[src/hw/rtl/stsp_ram.sv]
// ----------------------------------------------------------------------------
// stsp_ram
// Generic single-write, single-read RAM with registered read data.
// ----------------------------------------------------------------------------
module stsp_ram #(
  parameter int unsigned Width = 8,
  parameter int unsigned Depth = 4,
  parameter int unsigned AddrW = (Depth > 1) ? $clog2(Depth) : 1
) (
  input  logic             clk_i,
  input  logic             we_i,
  input  logic [AddrW-1:0] waddr_i,
  input  logic [Width-1:0] wdata_i,
  input  logic [AddrW-1:0] raddr_i,
  output logic [Width-1:0] rdata_o
);

  logic [Width-1:0] mem_q [Depth];

  always_ff @(posedge clk_i) begin
    if (we_i) begin
      mem_q[waddr_i] <= wdata_i;
    end
    rdata_o <= mem_q[raddr_i];
  end

endmodule

[config.mk]
export PLATFORM = sky130hd
export DESIGN_NAME = stsp_ram
export DESIGN_NICKNAME = d
export VERILOG_FILES = /design/src/hw/rtl/stsp_ram.sv
export SDC_FILE = /design/constraint.sdc
export NUM_CORES = 1
export LEC_CHECK = 0
export BUFFER_PORTS_ARGS = -buffer_cell sky130_fd_sc_hd__buf_2
export CAP_MARGIN = 25
export CORE_MARGIN = 10
export CORE_UTILIZATION = 39
export CTS_BUF_LIST = sky130_fd_sc_hd__clkbuf_2
export DETAILED_ROUTE_END_ITERATION = 7
export PLACE_DENSITY = 0.68
export RECOVER_POWER = 100
export SLEW_MARGIN = 20
export SYNTH_ARGS = -nofsm -noshare
export SYNTH_HDL_FRONTEND = slang
export SYNTH_SLANG_ARGS = --single-unit
export TNS_END_PERCENT = 1
[constraint.sdc]
create_clock -name clk_i -period 1.2 [get_ports clk_i]
set_input_delay 0.24 -clock clk_i [delete_from_list [all_inputs] [get_ports clk_i]]
set_output_delay 0.24 -clock clk_i [all_outputs]
set_load 0.01 [all_outputs]
* After elaboration in Yosys (flattened, before gate mapping) *
Memory sizes are Yosys's and may differ from the RTL's. A register that Yosys moved wholly into a read port is not among the register bits.
Index checks and enable logic that the tools add are counted.

cells by class
  muxes and demuxes = 2

operator list
  cell    count
  $mux 1  2

storage, ports and cells
  output and inout port bits = 8
  bits of input ports = 14
  bits in registers = 0
  RAM bits = 32
  memories = 1
  logic and storage cells = 3

memories
  name   depth  bits a word  read ports  clocked after memory_dff  wr ports  line  source
  mem_q  4      8            1           1                         1         18    logic [Width-1:0] mem_q [Depth];

* Depth between registers and ports, before layout *
  depth after elaboration = 2
  mapped depth = 2
  mapped depth without buffers = 1

* Least setup slack after synthesis *
No wires, ideal clock.

  path type = input port to flip-flop
  start = in waddr_i[0]
  end = mem mem_q[0][0], enable pin
  path slack = -0.104 ns
  path buffers = 0
  data required time = 0.815 ns
  stages on the path = 1
  library setup time = 0.385 ns
  data arrival time = 0.919 ns
  cell sequence = nor3b_1

RTL lines
  what             line  source
  start, declared  12    input logic [AddrW-1:0] waddr_i,
  end, declared    18

Straight into the memory's write port.

* Worst setup path in the final report *
  start = reg rdata_o[3], read port of mem_q
  end = out rdata_o[3]

RTL lines
  what             line  source
  start, declared  15    output logic [Width-1:0] rdata_o

No word-level cell between the ends.

==> flow_metrics.env <==
export IMPL_htree_levels=2
export IMPL_cp_end_kind="output port"
export IMPL_synth_warnings=0
export IMPL_grt_max_degree=12
export IMPL_drv_cap=0
export IMPL_fin_setup_tns_ns=0
export IMPL_grt_pass1_wl_mm=3.574
export IMPL_finalWirelength_mm=2.177
export IMPL_fp_dieH_um=78.81
export IMPL_cts_reportedPaths_clkPinSlew_ns=0.17
export IMPL_worst_ep_arrival_time_ns=0.84
export IMPL_nets=100
export IMPL_p_per_area_nw_per_um2=1472
export IMPL_leakage_nw=0.5241
export IMPL_ys_top_cells_by_count="edfxtp_1, dfxtp_1, mux4_2, and3b_1"
export IMPL_post_cts_resized=0
export IMPL_clockBufferDepth=2
export IMPL_layout_drive_gt1_share_pct=26.44
export IMPL_firstDrtPassIters=4
export IMPL_synth_nets=68
export IMPL_yosysTopAreaCell="edfxtp_1"
export IMPL_yosysSeqAreaShare_pct=83.12
export IMPL_skew_ns=0.003618
export IMPL_ir_drop_mv=0.6487
export IMPL_drtAntennaViolNets=0
export IMPL_syn_area_um2=1349
export IMPL_cts_tree="yes"
export IMPL_globalplace_congestion=0.6339
export IMPL_grt_antenna_before_repair=0
export IMPL_drc=0
export IMPL_ys_ff_latch=40
export IMPL_cpMaxStageDelayCell="dfxtp_1"
export IMPL_grt_overflow=0
export IMPL_rows=21
export IMPL_max_slew_worst_pin_slew_ns=0.5675
export IMPL_crit_type="register to output port"
export IMPL_setup_viol=0
export IMPL_hp_class="input pin to register"
export IMPL_status="finished, final reports clean"
export IMPL_initial_core_util_pct=40.42
export IMPL_synth_top_area_share_pct=71.24
export IMPL_die_x_um=78.81
export IMPL_cts_made_buffers=5
export IMPL_num_antenna_cells=0
export IMPL_dieArea_um2=6211
export IMPL_rsz0062_at_grt="false"
export IMPL_routedWlPerCell_um=16.37
export IMPL_synth_edf_count=32
export IMPL_worst_path_buf_inv=1
export IMPL_report_final_slew_viol_count=0
export IMPL_cp_cell_sequence="clkbuf_1"
export IMPL_holdBufCountCts=0
export IMPL_cts_root_buf="clkbuf_2"
export IMPL_required_ns=0.96
export IMPL_min_period_over_period_pct=89.77
export IMPL_max_stage_delay_ns=0.34
export IMPL_cts_sinks=40
export IMPL_ys_types=8
export IMPL_drtIter0Drc=49
export IMPL_grt_usage_pct=7.636
export IMPL_portBuffers=21
export IMPL_fin_crit_ns=1.077
export IMPL_syn_inst=54
export IMPL_cp_top_family="flip-flops"
export IMPL_area_growth_pct=15.31
export IMPL_clk_latency_ns=0.34
export IMPL_yosys_top_cells_area="edfxtp_1, mux4_2, dfxtp_1, and3b_1, buf_6"
export IMPL_hold_viol=0
export IMPL_utilization_pct=46.61
export IMPL_async_flop_share_pct=0
export IMPL_cp_start_kind="register"
export IMPL_post_cts_setup_buffers=0
export IMPL_coreArea_um2=3337
export IMPL_clock_fmax_ghz=0.9283
export IMPL_synth_area_per_cell_um2=24.98
export IMPL_first_global_vias=714
export IMPL_ys_flop_type="edfxtp_1"
export IMPL_crit_fanout=1
export IMPL_vias=617
export IMPL_yosysMostFrequentCell="edfxtp_1"
export IMPL_hold_slack_ns=0.1415
export IMPL_slew_headroom_pct=62.17
export IMPL_via_per_inst=4.639
export IMPL_ios=22
[path summary, 6_finish.rpt]
path / to / start / depth (start not counted) / slack, ns
max: rdata_o[3] / rdata_o[3]$_DFF_P_ / 1 / 0.12
min: mem_q[0][5]$_DFFE_PP_ / wdata_i[5] / 1 / 0.14
max reg2reg: rdata_o[0]$_DFF_P_ / mem_q[2][0]$_DFFE_PP_ / 1 / 0.23
min reg2reg: rdata_o[3]$_DFF_P_ / mem_q[2][3]$_DFFE_PP_ / 1 / 0.58
[cell usage in the layout (no fill, tap or decap)]
master	count
edfxtp_1	32
buf_2	4
and3_1	1
clkinv_1	1
clkbuf_1	19
dfxtp_1	8
mux4_2	8
clkbuf_2	10
buf_12	1
and3b_1	2
nor3b_1	1
[logic make-up (layout without fill, tap and decap cells)]
logic type	Yosys count	after routing	share of synthesized area (%)
buffers and inverters	2	35	1.206
DFF	40	40	83.12
muxes	8	8	13.36
and+or+nand+nor	4	4	2.320
[state kept, by name, indices dropped and copies added (netlist names)]
name,cells
mem_q,32
rdata_o,8
[metal layers]
metal	GRT usage (%)	wire length, µm	vias to the layer above
met3	3.378	148	0
met5	0	0	-
li1	-	-	287
met2	11.43	1069	22
met1	8.978	959	308
met4	4.301	0	0
[metrics by stage]
| stage | cells | total power, mW | setup slack, ns | instance area, µm² |
|---|---|---|---|---|
| after global placement | 125 | 1.801 | 0.09087 | 1570 |
| after global routing | 133 | 2.413 | 0.01504 | 1555 |
| after floorplan | 54 | 1.711 | 0.1733 | 1354 |
| final | 133 | 2.289 | 0.1228 | 1555 |
| after detailed placement | 125 | 1.812 | 0.06457 | 1570 |
| after CTS | 133 | 2.336 | 0.09481 | 1609 |
[layout make-up]
class	instances	area (µm²)
flip-flops and latches	40	1121
fillers	308	1782
repair buffers	27	126.4
clock buffers	7	35.03
well taps	46	57.56
multi-input cells	12	211.5
clock inverters	1	3.754
[power breakdown]
part | switching (mW) | internal [mW] | total [mW]
sequential | 0.0185 | 1.58 | 1.60
clock | 0.375 | 0.157 | 0.532
combinational | 0.0827 | 0.0762 | 0.159
total | 0.476 | 1.81 | 2.29
Power figures use the tool's default switching activity.
