==> config.mk <==
export PLATFORM = sky130hd
export DESIGN_NAME = stsp_back
export DESIGN_NICKNAME = d
export VERILOG_FILES = /design/src/hw/rtl/stsp_pkg.sv /design/src/hw/rtl/stsp_back.sv
export SDC_FILE = /design/constraint.sdc
export NUM_CORES = 1
export LEC_CHECK = 0
export ABC_AREA = 1
export BUFFER_PORTS_ARGS = -buffer_cell sky130_fd_sc_hd__buf_2
export CAP_MARGIN = 20
export CORE_AREA = 2 2 110 112
export CTS_CLUSTER_DIAMETER = 60
export DETAILED_ROUTE_END_ITERATION = 12
export DIE_AREA = 0 0 112 114
export GPL_TIMING_DRIVEN = 0
export SYNTH_ARGS = -nofsm -noshare
export SYNTH_HDL_FRONTEND = slang
export SYNTH_SLANG_ARGS = --single-unit
==> constraint.sdc <==
create_clock -name clk_i -period 3.7 [get_ports clk_i]
set_input_delay 0.74 -clock clk_i [delete_from_list [all_inputs] [get_ports clk_i]]
set_output_delay 0.74 -clock clk_i [all_outputs]
set_load 0.01 [all_outputs]
==> src/hw/rtl/stsp_pkg.sv <==
// ----------------------------------------------------------------------------
// stsp_pkg
// Types and constants shared by the stripe request splitter modules.
// ----------------------------------------------------------------------------
package stsp_pkg;

  localparam int unsigned CfgIdxW   = 2;
  localparam int unsigned PageShift = 12;
  localparam int unsigned RowShift  = 34;

  localparam logic [CfgIdxW-1:0] CFG_BLOCK_PAGES  = 2'd0;
  localparam logic [CfgIdxW-1:0] CFG_DEVICE_COUNT = 2'd1;
  localparam logic [CfgIdxW-1:0] CFG_ROW_WIDTH    = 2'd2;

  localparam logic [30:0] MaxXfer = 31'd2147479552;

  typedef struct packed {
    logic [3:0]  dev;
    logic [47:0] doff;
    logic [47:0] addr;
    logic [30:0] len;
  } stsp_chunk_t;

  typedef struct packed {
    logic valid;
    logic err;
    logic dir;
  } stsp_job_t;

endpackage

==> src/hw/rtl/stsp_back.sv <==
// ----------------------------------------------------------------------------
// stsp_back
// Plays a finished job out of the chunk buffer, one descriptor per cycle,
// or sends the single error result.
// ----------------------------------------------------------------------------
module stsp_back #(
  parameter int unsigned MaxChunks = 64,
  parameter int unsigned CntW      = $clog2(MaxChunks + 1),
  parameter int unsigned AddrW     = (MaxChunks > 1) ? $clog2(MaxChunks) : 1
) (
  input  logic                  clk_i,
  input  logic                  rst_ni,
  input  stsp_pkg::stsp_job_t   job_i,
  input  logic [CntW-1:0]       job_cnt_i,
  output logic [AddrW-1:0]      raddr_o,
  input  stsp_pkg::stsp_chunk_t rdata_i,
  output logic                  busy_o,
  output logic                  valid_o,
  output logic                  direction_o,
  output logic [3:0]            device_index_o,
  output logic [47:0]           device_offset_o,
  output logic [47:0]           chunk_address_o,
  output logic [30:0]           chunk_bytes_o,
  output logic                  last_o,
  output logic                  too_many_chunks_o
);
  import stsp_pkg::*;

  logic            run_q, run_d;
  logic            pend_q, pend_d;
  logic            lastp_q, lastp_d;
  logic            err_q, err_d;
  logic            dir_q, dir_d;
  logic [CntW-1:0] rd_q, rd_d;
  logic [CntW-1:0] cnt_q, cnt_d;
  logic            at_end;

  assign at_end = (rd_q == cnt_q - 1'b1);

  always_comb begin
    run_d   = run_q;
    pend_d  = 1'b0;
    lastp_d = lastp_q;
    err_d   = 1'b0;
    dir_d   = dir_q;
    rd_d    = rd_q;
    cnt_d   = cnt_q;
    if (job_i.valid) begin
      dir_d = job_i.dir;
      if (job_i.err) begin
        err_d = 1'b1;
      end else begin
        run_d = 1'b1;
        rd_d  = '0;
        cnt_d = job_cnt_i;
      end
    end else if (run_q) begin
      pend_d  = 1'b1;
      lastp_d = at_end;
      rd_d    = rd_q + 1'b1;
      if (at_end) begin
        run_d = 1'b0;
      end
    end
  end

  always_ff @(posedge clk_i or negedge rst_ni) begin
    if (!rst_ni) begin
      run_q   <= 1'b0;
      pend_q  <= 1'b0;
      lastp_q <= 1'b0;
      err_q   <= 1'b0;
      dir_q   <= 1'b0;
      rd_q    <= '0;
      cnt_q   <= '0;
    end else begin
      run_q   <= run_d;
      pend_q  <= pend_d;
      lastp_q <= lastp_d;
      err_q   <= err_d;
      dir_q   <= dir_d;
      rd_q    <= rd_d;
      cnt_q   <= cnt_d;
    end
  end

  assign raddr_o           = rd_q[AddrW-1:0];
  assign busy_o            = run_q | pend_q | err_q;
  assign valid_o           = pend_q | err_q;
  assign direction_o       = dir_q;
  assign device_index_o    = err_q ? 4'd0 : rdata_i.dev;
  assign device_offset_o   = err_q ? 48'd0 : rdata_i.doff;
  assign chunk_address_o   = err_q ? 48'd0 : rdata_i.addr;
  assign chunk_bytes_o     = err_q ? 31'd0 : rdata_i.len;
  assign last_o            = err_q | (pend_q & lastp_q);
  assign too_many_chunks_o = err_q;

`ifndef SYNTHESIS
  a_err_last: assert property (@(posedge clk_i) disable iff (!rst_ni)
    too_many_chunks_o |-> (valid_o && last_o)) else $error("error beat without last");
  a_err_single: assert property (@(posedge clk_i) disable iff (!rst_ni)
    err_q |=> !err_q) else $error("error beat repeated");
  a_job_idle: assert property (@(posedge clk_i) disable iff (!rst_ni)
    job_i.valid |-> !busy_o) else $error("job handed over while busy");
  a_err_no_data: assert property (@(posedge clk_i) disable iff (!rst_ni)
    err_q |-> !pend_q) else $error("error beat mixed with data beat");
`endif

endmodule

-- Yosys cells after proc, flatten, opt, wreduce, memory -nomap -nowiden
Index checks and enable logic that the tools add are counted.
- muxes and demuxes: 15
- bitwise gates (word level): 7
- add/sub/neg operators: 2
- reduce and logical (&&, ||, !) cells: 4
- equal/unequal tests: 2
- operator list (operator ; count):
    2-to-1 mux 48 bit ; 2
    2-to-1 mux 31 bit ; 1
    2-to-1 mux 7 bit ; 3
    2-to-1 mux 1 bit ; 8
    adder 7 x 1 -> 7 bit (second input constant) ; 1
    == test 7 bit ; 1
    subtractor 7 x 1 -> 7 bit (second input constant) ; 1
    AND reduction 2 bit ; 3
    2-to-1 mux 4 bit ; 1
    OR 1 bit ; 4
    != test 2 bit (second input constant) ; 1
    inverter 1 bit ; 2
    nonzero test 2 bit ; 1
    AND 1 bit ; 1
- output and inout port bits: 142
- bits of input ports: 143
- word-level logic and storage cells: 37
- register bits after elaboration: 19

-- Logic depth before layout (Yosys ltp)
Gate-level depths: netlist (run 1).
- depth after elaboration: 5
- gate-level depth with buffers: 11
- gate-level depth less buffers: 11

-- Worst setup path before layout (run 1)
OpenSTA, ideal clock, no wires.
- path kind: reg-to-output
- start: register err_q (netlist: too_many_chunks_o)
- end: output port chunk_address_o[0]
- setup slack: 1.913 ns
- buffers on the path: 3
- cell stages (with the launch flop): 5
- arrival: 1.047 ns
- data required time: 2.960 ns
- path through: dfrtp_1 > clkbuf_1 > buf_2 > buf_2 > nor2_1
- word-level cells in the longest chain between the ends: 1
- RTL lines (what ; line ; source):
    start: declaration ; stsp_back.sv:32 ; logic err_q, err_d;
    start signal: assignment ; stsp_back.sv:80 ; err_q <= err_d;
    2-to-1 mux 48 bit ; stsp_back.sv:93 ; assign chunk_address_o = err_q ? 48'd0 : rdata_i.addr;
    end: declaration ; stsp_back.sv:22 ; output logic [47:0] chunk_address_o,
No other way between the ends.

-- Worst setup path after layout (run 1)
- start: register err_q (netlist: too_many_chunks_o)
- end: output port chunk_address_o[21]
Same word-level chain as after synthesis.

==> reports/results.txt, run 1 <==
In this run the worst path has a maximum fanout of 10. The worst path uses 66.1% of the clock period. Net switching is 39.6% of the power.

The final max-slew violation count came out at 0. For this design the ratio of total power to cell area is 268 mW/mm². The number of setup buffers added after CTS is 0. In the layout the commonest cells are sky130_fd_sc_hd__buf_2 (293), sky130_fd_sc_hd__inv_1 (157), sky130_fd_sc_hd__nor2_1 (142). The final worst slack was 1250 ps.

The worst voltage drop across the vdd grid is 0.234 mV, and the detail-routed via count per cell is 3.68. The longest clock path from root to sink contains 2 buffers. The later pin in the worst-skew pair is clocked with a latency of 250 ps. The die is 114 µm tall. The run gives 411 µW as the switching power of the nets.

The library cell used most frequently in the layout, excluding fill and tap cells, is sky130_fd_sc_hd__buf_2. The routed layout has 3,213 vias. The clock drives 19 sinks. Sum of net half-perimeters after detailed placement: 9750 µm. Timing analysis after detailed placement gives a worst setup slack of 1470 ps.

At the pin with the least slew margin, the transition time is 445 ps. Number of setup violations in the final report: 0. Clock skew on the completed layout was measured at 1.83 ps. Combined flip-flop and latch cell area: 475 µm². The starting utilization of the core area came out at 18.7%. Yosys printed 0 warnings. The number of DRC markers after the initial detailed-route iteration is 94.

Final design area excluding fillers: 0.00388 mm². The register share of total power was 27.2%. The die covers 0.0128 mm². Counting flops and latches in the post-synthesis netlist gives 19. The die is 112 µm wide.

The floorplan step defined a core boundary enclosing 0.0117 mm². Synthesis instantiated 19 different standard cells from the library. Dividing the detail-routed wire length by the instance count gives 12.3 µm.

STA classifies the critical path startpoint as a flop. Setup total negative slack on the finished layout was measured at 0 ps. Combinational logic is responsible for 51.1% of the overall power.

For the via count of the first global-routing pass, the log shows 2,892. The run gives 0 as the post-cts sizing count. Synthesis handed over a netlist of 435 instances. The synthesized area was 0.00218 mm²; the total power consumption of the routed design was 1040 µW. The area overhead of the layout relative to synthesis was 77.4%. For this run the aggregate overflow at the end of global routing stands at 0. Summed over all layers, the routed wires come to 10,700 µm. The run gives 20 as the maximum number of pins on one net before global-route repair. Setup repair after global routing left no endpoint under its margin. The share of synthesized area occupied by flip-flops and latches was 21.8%; the cell area after placement was 0.00379 mm². Based on the critical path, the design can be clocked at up to 409 MHz. The number of I/O port buffers works out to 284. The number of inserted filler cells in the final layout came out at 1,392. For this run, design rule violations remaining after detail routing come to 0.

The run finished with clean final reports. At the worst endpoint, the arrival time is 1710 ps. Global router's overall resource usage: 15.5%.

For the headroom to the max-slew limit, the log shows 70.4%. Data on the critical path is required at its endpoint by 2960 ps. In this run, post-CTS hold repair placed 0 buffers. The worst hold path belongs to the class in -> async. TritonCTS built the clock tree. Averaged over all synthesized cells, the footprint is 5.02 µm². The post-route netlist has 43.2% of its cells at a drive strength greater than 1. The clock network accounts for 21.6% of the total power. Clock-pin slew was measured on the worst setup and hold paths at 50 ps. For the area of combinational cells with multiple inputs, the log shows 990 µm².

Length of the first detailed-routing pass in iterations: 4. The number of nets at the end of the flow is 869, and the number of maximum-capacitance violations is 0. Global-route wire length before repair: 15,800 µm. The tools report the cell at the root of the clock tree as sky130_fd_sc_hd__clkbuf_16. The number of levels the H-tree was split into was 1. Routability-driven placement finished with a final weighted congestion of 0.820. The run gives 3 as the total clock buffers created by CTS.

The type of the worst setup path is reg -> out. Cell internal power was estimated by the tool at 628 µW. The clock period minus worst slack is 2450 ps, and the initial antenna violation count is 7. The net count after synthesis is 580, and the number of top-level pins is 285. The detail route stage leaves a number of antenna-violating nets equal to 0. The worst setup path is captured at an output port. In this run the static leakage power is 0.00289 µW. After floorplanning, the core was divided into 40 placement rows. The hold violation count in the final report is 0.
-- power groups by stage --
stage | Combinational [µW] | Sequential (µW) | Clock [µW]
2_1_floorplan | 299 | 277 | 0
3_3_place_gp | 534 | 286 | 0
3_5_place_dp | 539 | 287 | 0
4_1_cts | 541 | 284 | 229
5_1_grt | 602 | 291 | 241
6_report | 532 | 283 | 225
-- cells by family after synthesis --
kind of cell	share of synthesized area, %
AO/OA/AOI/OAI	4.24
XOR/XNOR	0.401
adder cells (fa/ha/maj)	1.15
buffers and inverters	32.9
flip-flops	21.8
AND/OR/NAND/NOR	39.5
-- final timing paths --
| path | to | depth (start not counted) | from | slack, ps |
|---|---|---|---|---|
| worst min register to register | direction_o | 2 | direction_o | 480 |
| worst max register to register | run_q | 10 | cnt_q[0] | 2210 |
| worst max-delay path | chunk_address_o[21] | 5 | too_many_chunks_o | 1250 |
| min in group clk_i | direction_o | 2 | direction_o | 480 |
| worst min-delay path | cnt_q[3] | 1 | rst_ni | 420 |
| max in group asynchronous | rd_q[3] | 1 | rst_ni | 2980 |
-- Yosys cell counts (all sizes together) --
| master | count | share of area (%) |
|---|---|---|
| buf | 16 | 4.5 |
| a21oi | 3 | 0.69 |
| nand2 | 54 | 9.3 |
| o21ai | 14 | 3.2 |
| inv | 159 | 27 |
| dfrtp | 19 | 22 |
| clkbuf | 6 | 1.0 |
| ha | 2 | 1.1 |
| o31ai | 1 | 0.34 |
| nor2 | 149 | 28 |
| xnor2 | 1 | 0.40 |
| nand3 | 11 | 2.5 |
-- per-layer routing --
layer | share of wire (%) | up-vias | GRT usage [%] | routed length [µm]
met5 | 0.35 | - | 0 | 38
met4 | 0.33 | 6 | 1.46 | 35
met3 | 11 | 9 | 6.11 | 1150
met2 | 46 | 134 | 25.7 | 4900
met1 | 43 | 1325 | 20.0 | 4590
li1 | - | 1739 | - | -
-- registers in the layout, summed over array words and instances, names as in the netlist --
name               flops
pend_q                 1
too_many_chunks_o      1
run_q                  1
lastp_q                1
cnt_q                  7
direction_o            1
rd_q                   7
-- final cells by class --
type                       count  share of cell area (%)
antenna                        3                   0.194
timing repair buffer         284                    36.7
multi-input combinational    235                    25.5
sequential                    19                    12.3
clock buffer                   4                    2.03
inverter                     159                    15.5
tap                          147                    4.74
buffer                        22                    3.10
-- critical path: stages (launching register included) --
cell and delay, ps:
sky130_fd_sc_hd__dfrtp_1 340, sky130_fd_sc_hd__clkbuf_1 280, sky130_fd_sc_hd__buf_2 310, sky130_fd_sc_hd__buf_2 270, sky130_fd_sc_hd__nor2_1 100, sky130_fd_sc_hd__buf_2 150
-- per-stage QoR --
stage / utilization [%] / instances / hold slack (ps)
3_5_place_dp: 32.4 / 866 / 470
3_3_place_gp: 32.4 / 866 / 466
6_report: 33.1 / 873 / 421
2_1_floorplan: - / 435 / 444
5_1_grt: 33.0 / 870 / 451
4_1_cts: 33.0 / 870 / 444
No activity file was read; power rests on OpenSTA's default activity.
==> run 2, diff against run 1 <==
- clock period: 3.7 -> 2.2 ns (I/O delays scaled with it)
==> run 2 against run 1 <==
Effect of this change:
- clock skew is essentially flat
- count of clock-buffer cells in the layout is the same
- routed wire length grew 0.12%
- register-to-register slack lost 1500 ps
- design area is essentially flat
- sequential power grew 69%
- critical endpoint unchanged
- largest power group unchanged
==> reports/results.txt, run 2 (same netlist as run 1, synthesis figures left out) <==
The logs give 40 (unchanged) for the cell row count and 0 (unchanged) for the hold violation count in the final report. The tools report the via count of the first global-routing pass as 2,892 (unchanged). The worst clock skew is 2.00 ps (+0.174 ps), and the starting utilization of the core area is 18.7% (unchanged). The setup slack on the worst flop-to-flop path is 710 ps (-1500 ps).

The number of I/O port buffers is 284 (unchanged), and the area enclosed by the die boundary is 0.0128 mm² (unchanged). The power per unit of standard cell area came out at 451 mW/mm² (+68%). The internal power consumption was 1060 µW (+68%); the initial antenna violation count was 7 (unchanged). The run gives 20 (unchanged) as the maximum number of pins on one net before global-route repair. Number of DRC markers after the initial detailed-route iteration: 90 (-4.3%).

For the data required time at the worst endpoint, the log shows 1760 ps (-1200 ps). The final critical path takes up 87.5% of the cycle. The final max-slew violation count is 0 (unchanged).

The largest registers in the layout are cnt_q x7, rd_q x7. The top cell types in the final layout, fill and taps aside, are sky130_fd_sc_hd__buf_2 (292), sky130_fd_sc_hd__inv_1 (157), sky130_fd_sc_hd__nor2_1 (142). For the number of setup violations in the final report, the log shows 0 (unchanged). The antenna violation net count after detailed routing came out at 0 (unchanged). The aggregate global routing overflow is 0 (unchanged). STA classifies the critical path startpoint as a flop. The data arrival time of the critical path came out at 1490 ps (-220 ps). The flow ran to the end, and the final reports show no timing, DRC or antenna violations. For the total clock buffers created by CTS, the log shows 3 (unchanged). The clock sink total came out at 19 (unchanged). The endpoint identified for the worst register-to-register timing path is run_q.

The worst reg-to-reg path cell count works out to 10 (unchanged). Switching power of the nets: 691 µW (+68%). The tools report the sum of net half-perimeters after detailed placement as 9750 µm (unchanged).

The register share of total power came out at 27.4% (+0.2 points). The tools report the deepest clock path buffer count as 2 (unchanged). Commonest non-fill, non-tap cell in the layout: sky130_fd_sc_hd__buf_2.

The number of remaining DRC errors came out at 0 (unchanged). By startpoint and endpoint, the worst setup path is classified as reg -> out. Clock latency on the worst-skew pair: 250 ps (about the same). The tree is rooted in a sky130_fd_sc_hd__clkbuf_16. The element type at the critical path end is an output port. The tightest min-delay check is of the in -> async type. Based on the critical path, the design can be clocked at up to 519 MHz. The switching portion of total power was 39.6% (about the same); the worst voltage drop across the vdd grid was 0.392 mV (+68%).

The total negative slack for setup checks came out at 0 ps (unchanged). The wire length after detailed routing is 10,700 µm (+0.12%), and the die span in y is 114 µm (unchanged). The logs give 1,391 (-0.072%) for the number of inserted filler cells in the final layout and 868 (-0.12%) for the number of nets at the end of the flow. The proportion of power drawn by the clock network was 21.6% (about the same). The clock-pin slew of the registers on the worst-case setup and hold paths was 50 ps (about the same); the post-CTS setup repair buffer count was 0 (unchanged). The total core area is 0.0117 mm² (unchanged).

The slew at the pin closest to its max-slew limit was 447 ps (+2.16 ps); the clock period minus worst slack was 1930 ps. The total power consumption of the routed design was 1750 µW (+68%); the die width was 112 µm (unchanged). The area of combinational cells with multiple inputs was 990 µm² (unchanged); the global router's overall resource usage was 15.5% (unchanged). Pre-CTS setup slack: 272 ps (-1200 ps). The tools report the proportion of power drawn by combinational gates as 51.0% (about the same).

The highest fanout seen on the critical path is 10 (unchanged), and the length of the first detailed-routing pass in iterations is 4 (unchanged). The global-route wire length before repair is 15,800 µm (unchanged). Setup repair after global routing left no endpoint under its margin. The share of post-route cells with drive strength above 1 was 43.2% (+0.060 points). The area overhead of the layout relative to synthesis is 77.4% (about the same), and the number of levels the H-tree was split into is 1 (unchanged). The wire length per cell was 12.3 µm (+0.24%); the detail-routed via count per cell was 3.68 (about the same). The headroom to the max-slew limit came out at 70.2% (-0.14 points).

Number of maximum-capacitance violations: 0 (unchanged). For the final worst slack, the log shows 274 ps (-981 ps). In this run the critical register-to-register path is launched from cnt_q[0]. TritonCTS built the clock tree. Combined flip-flop and latch cell area: 475 µm² (unchanged). For the final weighted congestion in routability-driven placement, the log shows 0.820 (unchanged). The total vias in the final route was 3,211 (-0.062%); the number of top-level pins was 285 (unchanged).

The static leakage power came out at 0.00289 µW (about the same).
==> run 2: power by group through the flow <==
| stage | Combinational (µW) | Sequential (µW) | Clock [µW] |
|---|---|---|---|
| 2_1_floorplan | 503 | 465 | 0 |
| 3_3_place_gp | 898 | 482 | 0 |
| 3_5_place_dp | 907 | 483 | 0 |
| 4_1_cts | 910 | 477 | 386 |
| 5_1_grt | 1010 | 492 | 404 |
| 6_report | 892 | 478 | 378 |
==> run 2: cell type report <==
type | instances | share of cell area [%]
sequential | 19 | 12.3
inverter | 159 | 15.5
clock buffer | 4 | 2.03
tap | 147 | 4.75
buffer | 21 | 3.07
multi-input combinational | 235 | 25.5
antenna | 3 | 0.194
timing repair buffer | 284 | 36.7
==> run 2: worst max-delay path by stage <==
| stage | from | to | cells after the start |
|---|---|---|---|
| 2_1_floorplan | too_many_chunks_o | chunk_address_o[0] | 4 |
| 3_3_place_gp | too_many_chunks_o | chunk_address_o[21] | 5 |
| 3_5_place_dp | too_many_chunks_o | chunk_address_o[21] | 5 |
| 4_1_cts | too_many_chunks_o | chunk_address_o[21] | 5 |
| 5_1_grt | too_many_chunks_o | chunk_address_o[21] | 4 |
| 6_report | too_many_chunks_o | chunk_address_o[21] | 4 |
==> run 2: what timing repair did <==
item,CTS,global route
endpoints found under the setup margin,2,9
hold buffers,0,0
gates resized for setup,1,0
==> run 2: metrics by stage <==
stage | utilization [%] | std cells | hold WS (ps) | instance area (µm²)
6_report | 33.1 | 872 | 126 | 3870
5_1_grt | 33.0 | 869 | 151 | 3870
4_1_cts | 33.1 | 870 | 144 | 3870
3_5_place_dp | 32.4 | 866 | 412 | 3790
3_3_place_gp | 32.4 | 866 | 407 | 3790
2_1_floorplan | - | 435 | 144 | 2180
==> run 2: layer usage <==
metal / GRT usage, % / vias to the layer above / wire [µm]
li1: - / 1736 / -
met1: 20.0 / 1327 / 4600
met2: 25.7 / 133 / 4900
met3: 6.11 / 9 / 1150
met4: 1.46 / 6 / 37
met5: 0 / - / 41
==> run 2: critical path: stages, from the launching register on <==
cell and delay [ps]:
sky130_fd_sc_hd__dfrtp_1 490, sky130_fd_sc_hd__buf_4 240, sky130_fd_sc_hd__buf_2 250, sky130_fd_sc_hd__nor2_1 100
sky130_fd_sc_hd__buf_2 150
