<file path="src/hw/rtl/stsp_pkg.sv">
// ----------------------------------------------------------------------------
// stsp_pkg
// Types and constants shared by the stripe request splitter modules.
// ----------------------------------------------------------------------------
package stsp_pkg;

  localparam int unsigned CfgIdxW   = 2;
  localparam int unsigned PageShift = 12;
  localparam int unsigned RowShift  = 34;

  localparam logic [CfgIdxW-1:0] CFG_BLOCK_PAGES  = 2'd0;
  localparam logic [CfgIdxW-1:0] CFG_DEVICE_COUNT = 2'd1;
  localparam logic [CfgIdxW-1:0] CFG_ROW_WIDTH    = 2'd2;

  localparam logic [30:0] MaxXfer = 31'd2147479552;

  typedef struct packed {
    logic [3:0]  dev;
    logic [47:0] doff;
    logic [47:0] addr;
    logic [30:0] len;
  } stsp_chunk_t;

  typedef struct packed {
    logic valid;
    logic err;
    logic dir;
  } stsp_job_t;

endpackage

</file>
<file path="src/hw/rtl/stsp_div.sv">
// ----------------------------------------------------------------------------
// stsp_div
// Restoring divider, one quotient bit per cycle, 49-bit by 32-bit.
// ----------------------------------------------------------------------------
module stsp_div (
  input  logic        clk_i,
  input  logic        rst_ni,
  input  logic        start_i,
  input  logic [48:0] dividend_i,
  input  logic [31:0] divisor_i,
  output logic        done_o,
  output logic [48:0] quot_o,
  output logic [31:0] rem_o
);

  logic        busy_q, busy_d;
  logic        done_q, done_d;
  logic [5:0]  cnt_q, cnt_d;
  logic [48:0] quot_q, quot_d;
  logic [31:0] rem_q, rem_d;
  logic [31:0] div_q, div_d;
  logic [32:0] rem_sh;
  logic        ge;

  assign rem_sh = {rem_q, quot_q[48]};
  assign ge     = rem_sh >= {1'b0, div_q};

  always_comb begin
    busy_d = busy_q;
    done_d = 1'b0;
    cnt_d  = cnt_q;
    quot_d = quot_q;
    rem_d  = rem_q;
    div_d  = div_q;
    if (start_i) begin
      busy_d = 1'b1;
      cnt_d  = '0;
      quot_d = dividend_i;
      rem_d  = '0;
      div_d  = divisor_i;
    end else if (busy_q) begin
      quot_d = {quot_q[47:0], ge};
      rem_d  = ge ? 32'(rem_sh - {1'b0, div_q}) : rem_sh[31:0];
      cnt_d  = cnt_q + 6'd1;
      if (cnt_q == 6'd48) begin
        busy_d = 1'b0;
        done_d = 1'b1;
      end
    end
  end

  always_ff @(posedge clk_i or negedge rst_ni) begin
    if (!rst_ni) begin
      busy_q <= 1'b0;
      done_q <= 1'b0;
      cnt_q  <= '0;
    end else begin
      busy_q <= busy_d;
      done_q <= done_d;
      cnt_q  <= cnt_d;
    end
  end

  always_ff @(posedge clk_i) begin
    quot_q <= quot_d;
    rem_q  <= rem_d;
    div_q  <= div_d;
  end

  assign done_o = done_q;
  assign quot_o = quot_q;
  assign rem_o  = rem_q;

endmodule

</file>
<file path="src/hw/rtl/stsp_front.sv">
// ----------------------------------------------------------------------------
// stsp_front
// Walks a request piece by piece, maps each piece to its device and writes
// the chunk descriptors into the chunk buffer.
// ----------------------------------------------------------------------------
module stsp_front #(
  parameter int unsigned MaxDevices = 16,
  parameter int unsigned MaxChunks  = 64,
  parameter int unsigned CntW       = $clog2(MaxChunks + 1),
  parameter int unsigned AddrW      = (MaxChunks > 1) ? $clog2(MaxChunks) : 1
) (
  input  logic                       clk_i,
  input  logic                       rst_ni,
  input  logic                       start_i,
  input  logic                       func_i,
  input  logic [47:0]                request_offset_i,
  input  logic [35:0]                request_bytes_i,
  input  logic [47:0]                mem_address_i,
  input  logic [19:0]                block_pages_i,
  input  logic [4:0]                 device_count_i,
  input  logic [47:0]                row_width_i,
  output logic                       idle_o,
  output logic                       we_o,
  output logic [AddrW-1:0]           waddr_o,
  output stsp_pkg::stsp_chunk_t      wdata_o,
  output stsp_pkg::stsp_job_t        job_o,
  output logic [CntW-1:0]            job_cnt_o
);
  import stsp_pkg::*;

  typedef enum logic [8:0] {
    S_IDLE = 9'b000000001,
    S_K1   = 9'b000000010,
    S_K2   = 9'b000000100,
    S_Q    = 9'b000001000,
    S_I    = 9'b000010000,
    S_MUL  = 9'b000100000,
    S_DEV  = 9'b001000000,
    S_CHK  = 9'b010000000,
    S_DONE = 9'b100000000
  } state_e;

  state_e state_q, state_d;

  logic [19:0]   pages;
  logic [4:0]    nd_raw, nd;
  logic [31:0]   bs;
  logic          dir_q, dir_d;
  logic [48:0]   off_q, off_d;
  logic [35:0]   rem_q, rem_d;
  logic [47:0]   addr_q, addr_d;
  logic [47:0]   doff_q, doff_d;
  logic [32:0]   left_q, left_d;
  logic [31:0]   rm_q, rm_d;
  logic [4:0]    k_q, k_d;
  logic [4:0]    i_q, i_d;
  logic [4:0]    dev_q, dev_d;
  logic [35:0]   q2_q, q2_d;
  logic [35:0]   prod_q, prod_d;
  logic [CntW-1:0] n_q, n_d;
  logic          err_q, err_d;
  logic [18:0]   rk;
  logic [19:0]   si;
  logic [32:0]   bsmr;
  logic [30:0]   t;
  logic [55:0]   prod_full;

  logic          div_start, div_done;
  logic [48:0]   div_a, div_quot;
  logic [31:0]   div_b, div_rem;

  assign pages  = (block_pages_i == '0) ? 20'd1 : block_pages_i;
  assign nd_raw = (device_count_i == '0) ? 5'd1 : device_count_i;
  assign nd     = (32'(nd_raw) > MaxDevices) ? 5'(MaxDevices) : nd_raw;
  assign bs     = 32'(pages) << PageShift;
  assign rk     = off_q[48:RowShift] * k_q[3:0];
  assign si     = {15'b0, i_q} + {1'b0, rk};
  assign bsmr   = {1'b0, bs} - {1'b0, rm_q};
  assign t      = (left_q > {2'b0, MaxXfer}) ? MaxXfer : left_q[30:0];
  assign prod_full = q2_q * pages;

  stsp_div u_div (
    .clk_i      (clk_i),
    .rst_ni     (rst_ni),
    .start_i    (div_start),
    .dividend_i (div_a),
    .divisor_i  (div_b),
    .done_o     (div_done),
    .quot_o     (div_quot),
    .rem_o      (div_rem)
  );

  always_comb begin
    state_d   = state_q;
    dir_d     = dir_q;
    off_d     = off_q;
    rem_d     = rem_q;
    addr_d    = addr_q;
    doff_d    = doff_q;
    left_d    = left_q;
    rm_d      = rm_q;
    k_d       = k_q;
    i_d       = i_q;
    dev_d     = dev_q;
    q2_d      = q2_q;
    prod_d    = prod_q;
    n_d       = n_q;
    err_d     = err_q;
    div_start = 1'b0;
    div_a     = off_q;
    div_b     = bs;
    we_o      = 1'b0;
    job_o     = '0;
    case (state_q)
      S_IDLE: begin
        if (start_i && (request_bytes_i != '0)) begin
          dir_d     = func_i;
          off_d     = {1'b0, request_offset_i};
          rem_d     = request_bytes_i;
          addr_d    = mem_address_i;
          n_d       = '0;
          err_d     = 1'b0;
          div_start = 1'b1;
          div_a     = {1'b0, row_width_i};
          state_d   = S_K1;
        end
      end
      S_K1: begin
        if (div_done) begin
          div_start = 1'b1;
          div_a     = div_quot;
          div_b     = {27'b0, nd};
          state_d   = S_K2;
        end
      end
      S_K2: begin
        if (div_done) begin
          k_d       = div_rem[4:0];
          div_start = 1'b1;
          state_d   = S_Q;
        end
      end
      S_Q: begin
        if (div_done) begin
          rm_d      = div_rem;
          div_start = 1'b1;
          div_a     = div_quot;
          div_b     = {27'b0, nd};
          state_d   = S_I;
        end
      end
      S_I: begin
        if (div_done) begin
          i_d     = div_rem[4:0];
          q2_d    = div_quot[35:0];
          state_d = S_MUL;
        end
      end
      S_MUL: begin
        prod_d    = prod_full[35:0];
        div_start = 1'b1;
        div_a     = {29'b0, si};
        div_b     = {27'b0, nd};
        state_d   = S_DEV;
      end
      S_DEV: begin
        if (div_done) begin
          dev_d   = div_rem[4:0];
          doff_d  = {prod_q, 12'b0} + {16'b0, rm_q};
          left_d  = (rem_q < {3'b0, bsmr}) ? rem_q[32:0] : bsmr;
          state_d = S_CHK;
        end
      end
      S_CHK: begin
        if (n_q == CntW'(MaxChunks)) begin
          err_d   = 1'b1;
          state_d = S_DONE;
        end else begin
          we_o   = 1'b1;
          n_d    = n_q + 1'b1;
          addr_d = addr_q + {17'b0, t};
          doff_d = doff_q + {17'b0, t};
          left_d = left_q - {2'b0, t};
          rem_d  = rem_q - {5'b0, t};
          off_d  = off_q + {18'b0, t};
          if (left_q == {2'b0, t}) begin
            if (rem_q == {5'b0, t}) begin
              state_d = S_DONE;
            end else begin
              div_start = 1'b1;
              div_a     = off_d;
              state_d   = S_Q;
            end
          end
        end
      end
      S_DONE: begin
        job_o.valid = 1'b1;
        job_o.err   = err_q;
        job_o.dir   = dir_q;
        state_d     = S_IDLE;
      end
      default: state_d = S_IDLE;
    endcase
  end

  always_ff @(posedge clk_i or negedge rst_ni) begin
    if (!rst_ni) begin
      state_q <= S_IDLE;
      n_q     <= '0;
      err_q   <= 1'b0;
    end else begin
      state_q <= state_d;
      n_q     <= n_d;
      err_q   <= err_d;
    end
  end

  always_ff @(posedge clk_i) begin
    dir_q  <= dir_d;
    off_q  <= off_d;
    rem_q  <= rem_d;
    addr_q <= addr_d;
    doff_q <= doff_d;
    left_q <= left_d;
    rm_q   <= rm_d;
    k_q    <= k_d;
    i_q    <= i_d;
    dev_q  <= dev_d;
    q2_q   <= q2_d;
    prod_q <= prod_d;
  end

  assign idle_o       = (state_q == S_IDLE);
  assign waddr_o      = n_q[AddrW-1:0];
  assign wdata_o.dev  = dev_q[3:0];
  assign wdata_o.doff = doff_q;
  assign wdata_o.addr = addr_q;
  assign wdata_o.len  = t;
  assign job_cnt_o    = n_q;

endmodule

</file>
<file path="config.mk">
export PLATFORM = sky130hd
export DESIGN_NAME = stsp_front
export DESIGN_NICKNAME = d
export VERILOG_FILES = /design/src/hw/rtl/stsp_pkg.sv /design/src/hw/rtl/stsp_div.sv /design/src/hw/rtl/stsp_front.sv
export SDC_FILE = /design/constraint.sdc
export NUM_CORES = 2
export LEC_CHECK = 0
export ABC_AREA = 1
export BUFFER_PORTS_ARGS = -buffer_cell sky130_fd_sc_hd__buf_2
export CAP_MARGIN = 10
export CORE_MARGIN = 4
export CORE_UTILIZATION = 50
export CTS_CLUSTER_DIAMETER = 150
export DETAILED_ROUTE_END_ITERATION = 10
export PLACE_DENSITY = 0.77
export SKIP_LAST_GASP = 1
export SLEW_MARGIN = 20
export SYNTH_ARGS = -nofsm -noshare
export SYNTH_HDL_FRONTEND = slang
export SYNTH_HIERARCHICAL = 1
export SYNTH_SLANG_ARGS = --single-unit
</file>
<file path="constraint.sdc">
create_clock -name clk_i -period 6.7 [get_ports clk_i]
set_input_delay 0 -clock clk_i [delete_from_list [all_inputs] [get_ports clk_i]]
set_output_delay 0 -clock clk_i [all_outputs]
set_load 0.005 [all_outputs]
</file>
=== Word-level counts from Yosys, hierarchy flattened ===
Index checks and enable logic that the tools add are counted.

* Equal/unequal tests: 23
* $lt $le $gt $ge: 4
* Mux-type cells: 64
* $add $sub $neg: 11
* $mul: 2
* Reduce and logical (&&, ||, !) cells: 19

{| class="wikitable"
|+ Operators with widths
! operator !! number
|-
| 49-bit two-way mux || 9
|-
| 49-bit case mux with 4 select lines || 1
|-
| 48-bit two-way mux || 4
|-
| 48-bit case mux with 2 select lines || 2
|-
| 33-bit two-way mux || 3
|-
| 49-bit case mux with 2 select lines || 1
|-
| 48-bit by 31-bit adder with 48-bit output || 2
|-
| 9-bit two-way mux || 9
|-
| 36-bit two-way mux || 2
|-
| 36-bit case mux with 2 select lines || 1
|-
| 9-bit case mux with 8 select lines || 1
|-
| 33-bit case mux with 2 select lines || 1
|-
| 32-bit two-way mux || 2
|-
| 32-bit case mux with 2 select lines || 1
|-
| 49-bit by 31-bit adder with 49-bit output || 1
|-
| 48-bit by 32-bit adder with 48-bit output || 1
|-
| 36-bit by 31-bit == test with 1-bit output || 1
|-
| 36-bit by 33-bit less-than comparator with 1-bit output || 1
|-
| 36-bit by 20-bit multiplier with 36-bit output || 1
|-
| 36-bit nonzero test || 1
|-
| 36-bit by 31-bit subtractor with 36-bit output || 1
|-
| 33-bit by 31-bit == test with 1-bit output || 1
|-
| 33-bit by 32-bit greater-or-equal comparator with 1-bit output || 1
|-
| 33-bit by 31-bit greater-than comparator with 1-bit output (second input constant) || 1
|-
| 41 further kinds || 74
|}

* Output and inout bits: 149
* Flip-flop bits (word level): 470
* Bits of input ports: 209

=== Depth between registers and ports, before layout ===
* Depth in word-level cells: 9
* Gate-level depth with buffers: 32
* Depth with buffers taken out: 30

=== Modules after synthesis ===
Netlist, hierarchy kept.

{| class="wikitable"
|+ Modules (own cells, without submodules)
! module !! sequential area each (µm²) !! cells an instance !! area each (µm²) !! instances
|-
| stsp_front || 10396.2 || 6883 || 49454.9 || 1
|-
| stsp_div || 3273.1 || 1076 || 7671.1 || 1
|}

=== Worst setup path before layout ===
Ideal clock, no wire load.

* Kind: register to register
* Start: register left_q[4]
* End: register u_div.quot_q[0], in the netlist u_div/quot_o[0], enable pin
* Data arrival time: 6008 ps
* Setup time: 433 ps
* Stages on the path, launching flop included: 26
* Buffers on the path: 7
* Required time: 6267 ps
* Setup slack: 259 ps
* Path through: edfxtp_1 -> nor2_2 -> nand3_2 -> nor2_1 -> nand2_1 -> nand2_1 -> nand2_2 -> buf_6 -> buf_8 -> buf_6 -> buf_2 -> nor2_1 -> inv_1 -> ha_1 -> nand4_1 -> nor3_1 -> nand3_1 -> nand2_1 -> nor2_4 -> buf_6 -> nand2_1 -> nand3_1 -> clkbuf_1 -> nor2_1 -> inv_1 -> buf_1

{| class="wikitable"
|+ RTL lines
! element !! RTL line !! source
|-
| from (decl) || stsp_front.sv:53 || <nowiki>logic [32:0] left_q, left_d;</nowiki>
|-
| from (signal assigned) || stsp_front.sv:225 || <nowiki>left_q <= left_d;</nowiki>
|-
| to (signal assigned) || stsp_div.sv:65 || <nowiki>quot_q <= quot_d;</nowiki>
|-
| to (decl) || stsp_div.sv:19 || <nowiki>logic [48:0] quot_q, quot_d;</nowiki>
|}

=== Worst setup path after layout ===
* Start: register q2_q[21]
* End: register prod_q[35], data pin

* Cells in the longest elaborated chain, start to end: 1

{| class="wikitable"
|+ Ends and longest elaborated chain
! element !! RTL line !! source
|-
| from (decl) || stsp_front.sv:58 || <nowiki>logic [35:0] q2_q, q2_d;</nowiki>
|-
| from (signal assigned) || stsp_front.sv:230 || <nowiki>q2_q <= q2_d;</nowiki>
|-
| 36-bit by 20-bit multiplier with 36-bit output || stsp_front.sv:80 || <nowiki>assign prod_full = q2_q * pages;</nowiki>
|-
| net prod_full[35] || stsp_front.sv:66 || <nowiki>logic [55:0] prod_full;</nowiki>
|-
| to (signal assigned) || stsp_front.sv:231 || <nowiki>prod_q <= prod_d;</nowiki>
|-
| to (decl) || stsp_front.sv:59 || <nowiki>logic [35:0] prod_q, prod_d;</nowiki>
|}

The timed path passes the listed nets, and every way through them passes these cells.
A chain may end at the register's enable or synchronous reset.

==> flow_results.org <==
** Pwr
- The design draws roughly 27000 uW.
- The analysis attributes to net switching a power of roughly 14000 uW.
- The internal power of the cells totals 13030 uW.
- Share of total power in the clock network :: 0.119
- Combinational cell fraction of total power :: 0.675
- The worst-case IR drop observed on VDD is just under 0.0007 V.
- Power per cell area :: 424.2 mW/mm^2
- Sequential cell fraction of total power :: 0.206
- Of the total power, the share spent switching nets is 0.5260.
- Summed over all cells, the static leakage comes to about 0.033 uW.

** Yosys
- Of the total synthesized cell area, the portion taken by XOR and XNOR cells is 0.03062.
- Of the total synthesized cell area, the portion taken by AND, OR, NAND and NOR gates is 0.2667.
- The complex-gate fraction of the synthesized area came to 0.1041.
- Among all cell types in the netlist, the one instantiated most often is sky130_fd_sc_hd__nand2_1.
- Yosys mapped a number of flops with a built-in enable equal to slightly above 400.
- Warning count from the yosys run :: 6
- In the synthesized netlist the async set-or-reset flop fraction comes to 0.05319.
- The share of synthesized area in the top cell type comes to 0.2171.
- Mux cell area share after synthesis :: 0.0001752
- Among all flip-flop cells after synthesis, the most frequent one is sky130_fd_sc_hd__edfxtp_1.
- Count of mapped cells out of synthesis :: between 7000 and 8000
- After synthesis, the largest family of logic cells by area is simple AND/OR/NAND/NOR gates.
- The commonest cells after synthesis are sky130_fd_sc_hd__nand2_1 (2315), sky130_fd_sc_hd__inv_1 (1444), sky130_fd_sc_hd__nor2_1 (601), sky130_fd_sc_hd__fa_1 (461), sky130_fd_sc_hd__a21oi_1 (454).
- Synthesized flop and latch total :: 470
- Per-instance average area after synthesis :: between 7 and 8 sq um
- For this run, the register share of the synthesized area comes to 0.2393.
- Of the total synthesized cell area, the portion taken by full adders, half adders and majority gates is 0.2402.
- Ranked by total cell area, the synthesized netlist is headed by sky130_fd_sc_hd__edfxtp_1 (22%), sky130_fd_sc_hd__fa_1 (16%), sky130_fd_sc_hd__nand2_1 (15%).
- Counting distinct cell types in the post-synthesis netlist gives 72.
- The synthesized design spends more area on one cell type than any other, namely sky130_fd_sc_hd__edfxtp_1.
- The synthesized netlist occupies a cell area of about 0.057 sq mm.

** STA
- Final Hold Viols :: 0
- Transition time at the pin with the least slew margin :: approximately 1100 ps
- Setup violations remaining at the end of the flow were counted as 0.
- In this run the tightest slew margin relative to its limit is 0.2774.
- Clock skew on the completed layout was measured at between 40 and 50 ps.
- Static timing analysis puts the maximum clock frequency at approximately 0.15 GHz.
- Across all hold checks on the routed design, the worst slack comes to about 48 ps.
- Subtracting the final worst setup slack from the clock period gives between 6000 and 7000 ps.
- The final-report max-slew violation count is 0.
- In the finished design, the share of the clock period the worst path needs comes to 0.9810.
- Setup repair after global routing could not meet its margin everywhere.

** Place
- Count of port buffers added during placement :: about 360
- Area after detailed placement :: roughly 0.06 sq mm
- Dpl hpwl :: 179.3 mm
- Cell count after placement :: between 9000 and 10000
- Routability-driven placement finished with a final weighted congestion of ~1.

** Critical path
- Launch instance of the worst register-to-register path :: q2_q[21]$_DFFE_PP_
- Counting both buffers and inverters, the worst setup path holds a total of 8.
- Setup slack on the worst reg-to-reg path comes out at ~130 ps.
- The critical path starts at q2_q[21]$_DFFE_PP_.
- Kind of end point of the critical path :: flip-flop
- Maximum net fanout on the critical path :: 7
- Grouping stages by cell kind, the critical path spends the most delay in adder cells.
- STA classifies the critical path startpoint as a flip-flop.
- For the worst setup path, the data arrival time is between 6000 and 7000 ps.
- The number of cells on the worst reg-to-reg path is 26.
- The critical path is of the flip-flop to flip-flop type.
- Critical-path cell with the highest stage delay :: sky130_fd_sc_hd__fa_1
- CP required :: about 7000 ps
- Largest stage delay on the critical path :: approximately 600 ps
- The endpoint identified for the worst register-to-register timing path is prod_q[35]$_DFFE_PP_.

** Finish
- Leaving out filler cells and counting taps, the final layout contains around 10000.
- Area of combinational cells with multiple inputs :: around 0.037 sq mm
- Number of filler cells placed in the layout :: 10618
- Area taken by flip-flops and latches :: around 0.014 sq mm
- The finished cells cover 0.06479 sq mm.
- Of the cells placed in the final design, the portion with a size suffix greater than 1 is 0.09119.
- Layout overhead on the synthesized area :: 13.42%
- The net count of the finished layout is 9489.

** Clock network
- Root Driver :: sky130_fd_sc_hd__clkbuf_16
- The clock reaches the later pin of the worst-skew pair after about 700 ps.
- The longest clock path from root to sink contains 3 buffers.
- CTS saw 470 sinks.
- Clock-pin slew was measured on the worst setup and hold paths at around 60 ps.
- Clock tree from TritonCTS :: done
- The H-tree was split into 2 levels.
- Clock buffer count from CTS :: between 50 and 60

** Hold path
- The worst hold path begins at row_width_i[19].
- Counting instances, the worst hold path has a depth of 9.
- The min-delay analysis places its worst path in the category input port to flip-flop.
- Endpoint, Worst Hold :: u_div/quot_o[19]$_DFFE_PP_

** GRT
- Entering global routing, the biggest net connects 100 pins.
- Global-route wire length before repair :: between 300 and 400 mm
- Number of global-route vias before repair :: between 50000 and 60000
- Number of antenna violations at the first check in global routing :: 15
- Grt total ovfl :: 0
- Total routing usage reported by global routing :: 0.3635

** Drt
- After detailed routing, the average wire length per cell comes to 22.33 um.
- In this run the remaining antenna-violating nets after routing total 0.
- For this block, the initial DRC count from the detailed router was between 6000 and 7000.
- Before antenna repair, the detailed router went through 7 iterations.
- The routed layout has ~57000 vias.
- Summed over all layers, the routed wires come to ~220 mm.
- Post-route DRC violation count :: 0
- In the routed layout, each cell is associated on average with a via count of between 5 and 6.

** Run status
- Status :: finished clean

** Floorplan
- Row generation in the floorplan step produced between 100 and 150 rows.
- The floorplan step set the die width to about 350 um.
- Die boundary height :: approximately 350 um
- For this configuration, the core starts out at a cell density of 0.5057.
- Core box area :: ~0.11 sq mm
- Die Outline Area :: approximately 0.12 sq mm
- # IOs :: 358

** Job
- Max-capacitance violation count :: 0
-- cells in the final DEF, fill, tap and decap left out, drive strengths merged, types with 5 or more instances in the layout --
cell / count
a21oi: 459
dlygate4sd3: 180
o21bai: 45
a31oi: 45
clkbuf: 73
o31ai: 9
clkinv: 22
o22ai: 5
a21o: 37
buf: 539
o211ai: 43
nand3b: 26
conb: 8
inv: 1463
xnor2: 90
nor3: 76
o41ai: 6
nand3: 428
nor2: 624
nor4: 22
dfxtp: 32
ha: 359
o21a: 13
and2: 8
clkinvlp: 7
nand2: 2340
fa: 461
nand4: 101
or2: 31
o221ai: 6
edfxtp: 413
dfrtp: 24
o21ai: 375
xor2: 107
a21boi: 11
diode: 8
-- flip-flops by register name, summed over array words and instances, names as in the netlist, 4 cells and up --
register	flops
i_q	5
dev_q	4
doff_q	48
rem_q	36
u_div/div_q	32
addr_q	48
off_q	49
u_div/rem_o	32
q2_q	36
u_div/quot_o	49
rm_q	32
left_q	33
state_q	9
k_q	4
job_cnt_o	7
prod_q	36
u_div/cnt_q	6
-- worst register-to-register path, cell delays in order (launching register included) --
cell                       delay (ps)
sky130_fd_sc_hd__edfxtp_1         540
sky130_fd_sc_hd__buf_4            250
sky130_fd_sc_hd__nand2_1           80
sky130_fd_sc_hd__fa_1             520
sky130_fd_sc_hd__inv_1             90
sky130_fd_sc_hd__fa_1             540
sky130_fd_sc_hd__inv_1             50
sky130_fd_sc_hd__fa_1             490
sky130_fd_sc_hd__inv_1             50
sky130_fd_sc_hd__fa_1             600
sky130_fd_sc_hd__fa_1             460
sky130_fd_sc_hd__fa_1             490
sky130_fd_sc_hd__inv_1             50
sky130_fd_sc_hd__fa_1             480
sky130_fd_sc_hd__inv_1             50
sky130_fd_sc_hd__ha_1             330
sky130_fd_sc_hd__a21o_1           200
sky130_fd_sc_hd__a31oi_1          200
sky130_fd_sc_hd__nor2_1            80
sky130_fd_sc_hd__nor3_2           250
sky130_fd_sc_hd__nand3_1          170
sky130_fd_sc_hd__inv_1             80
sky130_fd_sc_hd__nand2_1           50
sky130_fd_sc_hd__nand2_1           70
sky130_fd_sc_hd__inv_1             40
sky130_fd_sc_hd__nand2_1           50
sky130_fd_sc_hd__nand2_1           50
-- cell families after synthesis --
family                     count (synthesis)
DFF                                      470
adders and majority gates                820
muxes                                      1
buffers and inverters                   1742
xor gates and xnor gates                 198
and+or+nand+nor                         3664
other                                      2
AOI/OAI and AO/OA                       1062
-- stage by stage --
stage / util / setup TNS [ps] / setup slack, ps
after CTS: 0.5703 / 0 / 10.28
final: 0.5736 / 0 / 127.6
after global routing: 0.5735 / -238.3 / -101.4
after global placement: 0.5373 / 0 / 37.50
after detailed placement: 0.5373 / 0 / 53.92
after floorplan: - / 0 / 259.1
-- power by group through the flow --
stage | registers [uW] | clock network, uW | logic, uW
after floorplan | 5100 | 0 | 12500
after global placement | 5660 | 0 | 17600
after CTS | 5620 | 3280 | 17900
after detailed placement | 5670 | 0 | 17800
final | 5670 | 3260 | 18600
after global routing | 5680 | 3400 | 20600
-- worst max path at each step --
stage / end / cells past startpoint
after floorplan: u_div/quot_o[0]$_DFFE_PP_ / 25
after global placement: prod_q[35]$_DFFE_PP_ / 25
after detailed placement: prod_q[35]$_DFFE_PP_ / 25
after CTS: prod_q[35]$_DFFE_PP_ / 25
after global routing: prod_q[35]$_DFFE_PP_ / 26
final: prod_q[35]$_DFFE_PP_ / 26
-- cell type report --
| class | count | share of cell area |
|---|---|---|
| Antenna cell | 8 | 0.0003090 |
| Inverter | 1458 | 0.08468 |
| Multi-Input combinational cell | 5753 | 0.5678 |
| Clock buffer | 73 | 0.02421 |
| Sequential cell | 470 | 0.2110 |
| Timing Repair Buffer | 719 | 0.07821 |
| Clock inverter | 37 | 0.004866 |
| Tap cell | 1500 | 0.02897 |
-- per-layer routing --
metal / GRT usage / share of wire / up-vias
met3: 0.07355 / 0.11 / 735
li1: - / - / 26150
met2: 0.5491 / 0.43 / 3281
met1: 0.4902 / 0.40 / 27114
met4: 0.2020 / 0.069 / 12
met5: 0 / 0.00033 / -
-- what timing repair did --
| action | in CTS | in global routing |
|---|---|---|
| setup endpoints to repair | 1 | 16 |
| hold endpoints to repair | 199 | 0 |
| hold buffers | 181 | 0 |
| buffers inserted | 3 | 38 |
| resized for setup | 0 | 11 |
Power figures use the tool's default switching activity.
